File: config.mk
export PLATFORM = sky130hd
export DESIGN_NAME = hbm_front_flat
export DESIGN_NICKNAME = d
export VERILOG_FILES = /design/src/hdl/hbm_pkg.sv /design/src/hdl/hbm_in_if.sv /design/src/hdl/hbm_front.sv /design/src/flat_wrapper.sv
export SDC_FILE = /design/constraint.sdc
export NUM_CORES = 1
export LEC_CHECK = 0
export BUFFER_PORTS_ARGS = -buffer_cell sky130_fd_sc_hd__buf_2
export CAP_MARGIN = 20
export CELL_PAD_IN_SITES_DETAIL_PLACEMENT = 1
export CELL_PAD_IN_SITES_GLOBAL_PLACEMENT = 1
export CORE_AREA = 3 3 296 298
export CTS_CLUSTER_DIAMETER = 80
export CTS_CLUSTER_SIZE = 12
export DETAILED_ROUTE_END_ITERATION = 6
export DIE_AREA = 0 0 299 301
export GPL_TIMING_DRIVEN = 1
export PLACE_DENSITY_LB_ADDON = 0.1
export RECOVER_POWER = 100
export SETUP_SLACK_MARGIN = 0.2
export SYNTH_ARGS = -nofsm -noshare
export SYNTH_HDL_FRONTEND = slang
export SYNTH_SLANG_ARGS = --single-unit
File: constraint.sdc
create_clock -name clk -period 8.82 [get_ports clk]
set_input_delay 1.764 -clock clk [delete_from_list [all_inputs] [get_ports clk]]
set_output_delay 1.764 -clock clk [all_outputs]
set_load 0.05 [all_outputs]
File: src/hdl/hbm_pkg.sv
package hbm_pkg;

  localparam int MaxKeys = 1024;
  localparam int KeyW    = $clog2(MaxKeys);
  localparam int IdxW    = 10;
  localparam int DistW   = 9;
  localparam int CfgW    = 9;
  localparam int CntW    = 11;
  localparam int PcW     = 7;

  localparam logic [DistW-1:0] DistNone = 9'h1FF;
  localparam logic [DistW-1:0] DistMax  = 9'd256;
  localparam logic [CfgW-1:0]  RatioRst = 9'd230;
  localparam logic [CfgW-1:0]  ThreshRst = 9'd50;

  typedef enum logic [1:0] {
    FUNC_CLEAR = 2'd0,
    FUNC_QUERY = 2'd1,
    FUNC_CAND  = 2'd2,
    FUNC_NONE  = 2'd3
  } func_t;

  typedef enum logic {
    CFG_RATIO  = 1'b0,
    CFG_THRESH = 1'b1
  } cfg_idx_t;

  // One queued item: the descriptor is already reduced to word popcounts.
  typedef struct packed {
    func_t                      func;
    logic [IdxW-1:0]            qidx;
    logic [IdxW-1:0]            cidx;
    logic                       last;
    logic [3:0][PcW-1:0]        pc;
  } hbm_item_t;

  // One target table entry.
  typedef struct packed {
    logic [DistW-1:0] tdist;
    logic             own_v;
    logic [IdxW-1:0]  owner;
  } tgt_entry_t;

  localparam int EntryW = $bits(tgt_entry_t);

  function automatic logic [5:0] pop32(input logic [31:0] x);
    logic [31:0] v;
    logic [31:0] b;
    begin
      v = x - ((x >> 1) & 32'h5555_5555);
      v = (v & 32'h3333_3333) + ((v >> 2) & 32'h3333_3333);
      b = (v + (v >> 4)) & 32'h0F0F_0F0F;
      pop32 = 6'(b[7:0] + b[15:8] + b[23:16] + b[31:24]);
    end
  endfunction

  function automatic logic [PcW-1:0] pop64(input logic [63:0] x);
    pop64 = PcW'(pop32(x[31:0])) + PcW'(pop32(x[63:32]));
  endfunction

endpackage

File: src/hdl/hbm_in_if.sv
interface hbm_in_if import hbm_pkg::*; ();
  logic             valid;
  logic             ready;
  logic [1:0]       func;
  logic [IdxW-1:0]  query_index;
  logic [IdxW-1:0]  cand_index;
  logic [63:0]      desc_word0;
  logic [63:0]      desc_word1;
  logic [63:0]      desc_word2;
  logic [63:0]      desc_word3;
  logic             last;

  modport source (output valid, func, query_index, cand_index, desc_word0, desc_word1,
                  desc_word2, desc_word3, last, input ready);
  modport sink (input valid, func, query_index, cand_index, desc_word0, desc_word1,
                desc_word2, desc_word3, last, output ready);
endinterface

File: src/hdl/hbm_front.sv
module hbm_front import hbm_pkg::*; (
  input  logic      clk,
  input  logic      rst_n,
  hbm_in_if.sink    in_ch,
  input  logic      clearing,
  input  logic      q_pop,
  output logic      q_valid,
  output hbm_item_t q_head
);

  logic [3:0][63:0] qdesc_r, qdesc_nxt;
  hbm_item_t        q_r [2];
  logic             wr_ptr_r, wr_ptr_nxt;
  logic             rd_ptr_r, rd_ptr_nxt;
  logic [1:0]       cnt_r, cnt_nxt;
  logic             push;
  hbm_item_t        item;

  assign in_ch.ready = (cnt_r != 2'd2) && !clearing;
  assign push        = in_ch.valid && in_ch.ready;
  assign q_valid     = (cnt_r != 2'd0);
  assign q_head      = q_r[rd_ptr_r];

  // Classify the item and reduce the candidate distance to word popcounts.
  always_comb begin
    item.func = func_t'(in_ch.func);
    item.qidx = in_ch.query_index;
    item.cidx = in_ch.cand_index;
    item.last = in_ch.last;
    item.pc[0] = pop64(qdesc_r[0] ^ in_ch.desc_word0);
    item.pc[1] = pop64(qdesc_r[1] ^ in_ch.desc_word1);
    item.pc[2] = pop64(qdesc_r[2] ^ in_ch.desc_word2);
    item.pc[3] = pop64(qdesc_r[3] ^ in_ch.desc_word3);
  end

  // A query item replaces the stored descriptor for later candidates.
  always_comb begin
    qdesc_nxt = qdesc_r;
    if (push && (func_t'(in_ch.func) == FUNC_QUERY)) begin
      qdesc_nxt = {in_ch.desc_word3, in_ch.desc_word2, in_ch.desc_word1, in_ch.desc_word0};
    end
  end

  // Queue pointers.
  always_comb begin
    wr_ptr_nxt = push  ? !wr_ptr_r : wr_ptr_r;
    rd_ptr_nxt = q_pop ? !rd_ptr_r : rd_ptr_r;
    cnt_nxt    = cnt_r + 2'(push) - 2'(q_pop);
  end

  always_ff @(posedge clk) begin
    if (!rst_n) begin
      qdesc_r  <= '0;
      wr_ptr_r <= 1'b0;
      rd_ptr_r <= 1'b0;
      cnt_r    <= 2'd0;
    end else begin
      qdesc_r  <= qdesc_nxt;
      wr_ptr_r <= wr_ptr_nxt;
      rd_ptr_r <= rd_ptr_nxt;
      cnt_r    <= cnt_nxt;
    end
  end

  always_ff @(posedge clk) begin
    if (push) begin
      q_r[wr_ptr_r] <= item;
    end
  end

endmodule

File: src/flat_wrapper.sv
// flat-port wrapper written by rule: the top's interface ports become plain ports
module hbm_front_flat import hbm_pkg::*;
  (clk, rst_n, clearing, q_pop, q_valid, q_head, in_ch_valid, in_ch_func, in_ch_query_index, in_ch_cand_index, in_ch_desc_word0, in_ch_desc_word1, in_ch_desc_word2, in_ch_desc_word3, in_ch_last, in_ch_ready);
  hbm_in_if in_ch_i ();
  input  logic clk;
  input  logic rst_n;
  input  logic clearing;
  input  logic q_pop;
  output logic q_valid;
  output hbm_item_t q_head;
  input wire logic [$bits(in_ch_i.valid)-1:0] in_ch_valid;
  input wire logic [$bits(in_ch_i.func)-1:0] in_ch_func;
  input wire logic [$bits(in_ch_i.query_index)-1:0] in_ch_query_index;
  input wire logic [$bits(in_ch_i.cand_index)-1:0] in_ch_cand_index;
  input wire logic [$bits(in_ch_i.desc_word0)-1:0] in_ch_desc_word0;
  input wire logic [$bits(in_ch_i.desc_word1)-1:0] in_ch_desc_word1;
  input wire logic [$bits(in_ch_i.desc_word2)-1:0] in_ch_desc_word2;
  input wire logic [$bits(in_ch_i.desc_word3)-1:0] in_ch_desc_word3;
  input wire logic [$bits(in_ch_i.last)-1:0] in_ch_last;
  output wire logic [$bits(in_ch_i.ready)-1:0] in_ch_ready;
  assign in_ch_i.valid = in_ch_valid;
  assign in_ch_i.func = in_ch_func;
  assign in_ch_i.query_index = in_ch_query_index;
  assign in_ch_i.cand_index = in_ch_cand_index;
  assign in_ch_i.desc_word0 = in_ch_desc_word0;
  assign in_ch_i.desc_word1 = in_ch_desc_word1;
  assign in_ch_i.desc_word2 = in_ch_desc_word2;
  assign in_ch_i.desc_word3 = in_ch_desc_word3;
  assign in_ch_i.last = in_ch_last;
  assign in_ch_ready = in_ch_i.ready;
  hbm_front u_core (.clk(clk), .rst_n(rst_n), .in_ch(in_ch_i), .clearing(clearing), .q_pop(q_pop), .q_valid(q_valid), .q_head(q_head));
endmodule
==> results.cfg, run 1 <==
[clocking]
clock_sinks = 363
cts_tree = built
cts-root-buf = clkbuf_16
clk_pin_slew_worst_paths_ns = 0.07
hold_buffers = 0
htree_levels = 2
cts_buffers = 40
cts_buffer_depth = 3
worstSkewPairLatency_ns = 0.61

[synth]
syn_nets = 5139
synth.avg_cell_area_um2 = 8.86
seq_area_frac_synth_pct = 22.7
synth_edf_count = 102
ys.flop_type = dfxtp_1
syn_inst = 4130
synth.distinct_cells = 80
synth.cell_area_um2 = 36600
synth-async-reset-ratio_pct = 0
yosysWarnings = 0
synth-seq-cells = 363

[cells_and_area]
nets = 5502
final.fill_count = 10267
ff_latch_area_um2 = 8290
final_cell_mix = 656 x nand2_1, 567 x ha_1, 495 x inv_1, 278 x buf_2
fin_cells = 5678
layout-drive-gt1-share_pct = 10.4
multi_input_area_um2 = 26100
layout.cells.most_common = nand2_1
final_core_util_pct = 48.4
syn2layout_area_growth_pct = 12.6

[outcome]
outcome = finished with violations
violations = capacitance limit, slew limit

[die]
die_w_um = 299
die-area_um2 = 90000
rows = 107
core_area_um2 = 85100
die-height_um = 301
ios = 337
initial_core_util_pct = 43.0

[flow_run]
maxCapViolCount = 6

[grt]
met2_usage_pct = 38.7
grtUsageTotal_pct = 21.1
grt_pass1_vias = 30252
grt_max_degree = 159
grt_pass1_wl_um = 156000
met3_usage_pct = 3.30
met1_usage_pct = 25.9
antenna_found_initial = 28
grt-ovfl-total = 0
busiest_layer = met2

[critical_path]
path_max_fanout = 3
critPathLaunchType = input pin
required_ns = 9.18
endpoint_kind = register
arrival_ns = 8.68
critPathKind = input pin to register

[routing]
routed_wirelength_um = 94800
drtAntennaViolNets = 0
vias = 28669
viasPerCell = 5.05
route.detailed.drc = 0
dr.pass1.iters = 5
first_iter_violations = 870
wl_per_cell_um = 16.7

[timing]
period_minus_slack_ns = 8.32
slew_viol_final = 393
hold_viol = 0
clock_skew_ns = 0.0281
period_share_pct = 94.3
fin_ws_ns = 0.499
setup_viol = 0
rsz0062_at_grt = false
fmax_mhz = 120
worst_pin_slew_ns = 3.52
relSlewSlack_pct = -135

[place]
pre_cts_ws_ns = -0.134
dp.cells = 5595
gp_congestion = 0.835
dp_hpwl_um = 77200
port_buffers = 336

[hold_path]
hp-class = register to register
registers in the layout, summed over array words and instances (netlist names), named ones only:
register / count
u_core.q_r: 102
u_core.wr_ptr_r: 1
u_core.rd_ptr_r: 1
u_core.qdesc_r: 256
u_core.cnt_r: 2
worst max-delay path: stages:
cell and delay (ns):
clkbuf_1 0.10, xor2_1 0.15, buf_4 0.14, inv_1 0.05, ha_1 0.30, o31ai_1 0.10, a221oi_1 0.49, o211ai_1 0.24
a31oi_1 0.26, nand4_1 0.18, mux2i_1 0.15, a2111o_1 0.40, fa_1 0.51, fa_1 0.45, xnor2_1 0.17, fa_1 0.54
inv_1 0.05, fa_1 0.47, fa_1 0.55, inv_1 0.06, fa_1 0.54, inv_1 0.04, ha_1 0.22, fa_1 0.40
a21o_1 0.17, a21o_1 0.18
area by class of cell:
| cell class | instances | share of cell area (%) |
|---|---|---|
| Multi-Input combinational cell | 3178 | 63.3 |
| Sequential cell | 363 | 20.1 |
| Inverter | 498 | 4.54 |
| Clock inverter | 13 | 0.501 |
| Timing Repair Buffer | 412 | 5.27 |
| Antenna cell | 14 | 0.0850 |
| Tap cell | 1144 | 3.47 |
| Clock buffer | 56 | 2.68 |
cells in the mapped netlist (51+ instances only):
library cell | n | area share, %
edfxtp_1 | 102 | 8.4
a21boi_0 | 249 | 5.1
fa_1 | 158 | 8.6
nand2_1 | 656 | 6.7
a21oi_1 | 124 | 1.7
dfxtp_1 | 261 | 14
a21o_1 | 99 | 2.0
clkbuf_1 | 85 | 0.87
xnor2_1 | 277 | 6.6
inv_1 | 495 | 5.1
mux2_2 | 51 | 1.6
nor2_1 | 95 | 0.97
ha_1 | 567 | 19
xor2_1 | 273 | 6.5
o21ai_0 | 76 | 1.0
kinds of logic (layout without fill, tap and decap cells):
family / count (synthesis) / in the layout / share of synthesized area, %
and+or+nand+nor: 1010 / 1010 / 12.3
AOI/OAI and AO/OA: 836 / 836 / 16.1
adders and majority gates: 725 / 725 / 28.0
buffers and inverters: 589 / 979 / 6.04
xor gates and xnor gates: 551 / 551 / 13.2
DFF: 363 / 363 / 22.7
muxes: 56 / 56 / 1.71
other: 0 / 14 / 0
worst paths after layout:
path / start / endpoint / slack, ns / cells past startpoint
worst min-delay path: u_core.qdesc_r[201]$_SDFFE_PN0P_ / u_core.qdesc_r[201]$_SDFFE_PN0P_ / 0.47 / 2
worst max register to register: u_core.qdesc_r[229]$_SDFFE_PN0P_ / u_core.q_r[1][27]$_DFFE_PP_ / 1.45 / 25
worst max-delay path: in_ch_desc_word3[37] / u_core.q_r[1][27]$_DFFE_PP_ / 0.50 / 26
worst min register to register: u_core.qdesc_r[201]$_SDFFE_PN0P_ / u_core.qdesc_r[201]$_SDFFE_PN0P_ / 0.47 / 2
timing repair:
action,in CTS,in global routing
setup endpoints to repair,0,4
buffers inserted,0,0
resized for setup,0,3
metrics by stage:
step                      hold slack (ns)  setup TNS [ns]  area [um2]
after CTS                           0.470               0       41300
after global routing                0.491               0       41200
after global placement              0.452          -0.124       40000
after floorplan                     0.447               0       36600
after detailed placement            0.462          -0.484       40000
final                               0.471               0       41200
metal layers:
| metal | wire, um | part of all wire [%] |
|---|---|---|
| met1 | 41600 | 44 |
| met3 | 3790 | 4.0 |
| met4 | 1800 | 1.9 |
| met2 | 47600 | 50 |
| met5 | 26 | 0.027 |
Power of run 1 is left out: the tool's default activity adds up to more than one toggle a clock period on the data nets, which glitch-free logic cannot reach.
==> run 2: changes to the inputs <==
Clock period 8.82 ns to 7.2 ns, I/O delays scaled along.
==> run 2 against run 1 <==
Effect of this change: the run ends with capacitance limit, slew limit, setup timing left; clock skew down 0.0080 ns; routed wire length up 9.3%; die area unchanged; flip-flop and latch count unchanged; sequential share of layout area down 2.4 points; largest cell class unchanged.
==> results.cfg, run 2 (synthesis gave the netlist of run 1 again) <==
[critical_path]
endpoint_kind = register
r2r-start = u_core.qdesc_r[235]$_SDFFE_PN0P_
critical_path.most_common_cell = fa_1
crit_family = adder cells
cp.buffers_inverters = 6
path_max_fanout = 4
critPathKind = input pin to register
r2r-end = u_core.q_r[1][27]$_DFFE_PP_
regToRegSetupSlack_ns = 0.41
required_ns = 7.56
arrival_ns = 7.66
r2r_cells = 24
slowest_delay_ns = 0.55
cp_slowest_cell = fa_1
critPathLaunchType = input pin

[timing]
period_minus_slack_ns = 7.31
hold_viol = 0
worst_pin_slew_ns = 4.19
relSlewSlack_pct = -179
setup_viol = 6
fmax_mhz = 137
fin_ws_ns = -0.109
slew_viol_final = 545
period_share_pct = 102
clock_skew_ns = 0.0201
rsz0062_at_grt = true

[hold_path]
min_to = u_core.qdesc_r[201]$_SDFFE_PN0P_
hp-start = u_core.qdesc_r[201]$_SDFFE_PN0P_
hold_depth = 2
hp-class = register to register

[cells_and_area]
largestRegisters = u_core.qdesc_r (256), u_core.q_r (102), u_core.cnt_r (2)
layout.cells.most_common = nand2_1
layout-drive-gt1-share_pct = 24.1
final_core_util_pct = 55.0
syn2layout_area_growth_pct = 27.9
top_register = u_core.qdesc_r
final_cell_mix = 656 x nand2_1, 571 x buf_4, 523 x ha_1, 472 x inv_1, 270 x a21boi_0
largest_reg_flops = 256
nets = 6000

[grt]
grt_pass1_wl_um = 168000
grt_pass1_vias = 33465
grt_max_degree = 187
grt-ovfl-total = 0
grtUsageTotal_pct = 22.6
antenna_found_initial = 21

[routing]
viasPerCell = 5.03
first_iter_violations = 966
dr.pass1.iters = 5
routed_wirelength_um = 104000
drtAntennaViolNets = 0
route.detailed.drc = 0
wl_per_cell_um = 16.8
vias = 31032

[die]
ios = 337
die-area_um2 = 90000
rows = 107
core_area_um2 = 85100
die-height_um = 301
initial_core_util_pct = 43.0
die_w_um = 299

[clocking]
clk_pin_slew_worst_paths_ns = 0.06
worstSkewPairLatency_ns = 0.61
cts_buffer_depth = 3
cts_tree = built
hold_buffers = 0
cts_buffers = 40
clock_sinks = 363
htree_levels = 2
cts-root-buf = clkbuf_16

[outcome]
outcome = finished with violations
violations = capacitance limit, slew limit, setup timing

[flow_run]
maxCapViolCount = 6

[place]
dp_hpwl_um = 82700
gp_congestion = 0.839
port_buffers = 336
## run 2: layout make-up
cell class / count / area [um2]
inverter: 498 / 1870
timing repair buffer: 910 / 6000
clock buffer: 60 / 1170
sequential: 363 / 8290
multi-input combinational: 3178 / 27900
clock inverter: 9 / 68.8
fill: 10026 / 38400
antenna: 10 / 25.0
tap: 1144 / 1430
## run 2: worst max path at each step
stage                         startpoint                          end  slack, ns  depth (start not counted)
floorplan           in_ch_desc_word3[37]  u_core.q_r[0][27]$_DFFE_PP_      -0.23                         24
global placement    in_ch_desc_word3[37]  u_core.q_r[0][27]$_DFFE_PP_      -0.72                         25
detailed placement  in_ch_desc_word3[35]  u_core.q_r[0][27]$_DFFE_PP_      -0.85                         25
CTS                 in_ch_desc_word3[37]  u_core.q_r[1][27]$_DFFE_PP_       0.06                         26
global route        in_ch_desc_word3[34]  u_core.q_r[0][27]$_DFFE_PP_      -0.34                         26
finish              in_ch_desc_word3[34]  u_core.q_r[1][27]$_DFFE_PP_      -0.11                         26
## run 2: stage by stage
step	setup TNS [ns]	cells	instance area [um2]	setup slack [ns]	hold slack (ns)
floorplan	-0.774	4130	37500	-0.235	0.447
global placement	-11.03	6058	44400	-0.721	0.452
detailed placement	-15.16	6058	44400	-0.855	0.460
CTS	0	6140	46100	0.0611	0.469
global route	-3.80	6165	46800	-0.335	0.489
finish	-0.361	6172	46800	-0.109	0.473
## run 2: repair_timing
item                                    CTS  global route
endpoints found under the setup margin   14            32
gates resized for setup                  69           136
endpoints found under the hold margin     0             0
cloned                                    0             0
pin swaps                                31            81
buffers inserted                         13            22
## run 2: per-layer routing
| layer | share of wire, % | track usage, % | vias up |
|---|---|---|---|
| met5 | 0.080 | 0 | - |
| met4 | 1.8 | 4.36 | 12 |
| met3 | 3.9 | 3.99 | 96 |
| met2 | 51 | 42.4 | 306 |
| met1 | 43 | 26.9 | 15074 |
| li1 | - | - | 15544 |
## run 2: worst min-delay path: stages (launching register included)
cell	delay, ns
dfxtp_1	0.32
nand2_1	0.06
a21boi_1	0.05
Power of run 2 is left out for the same reason.
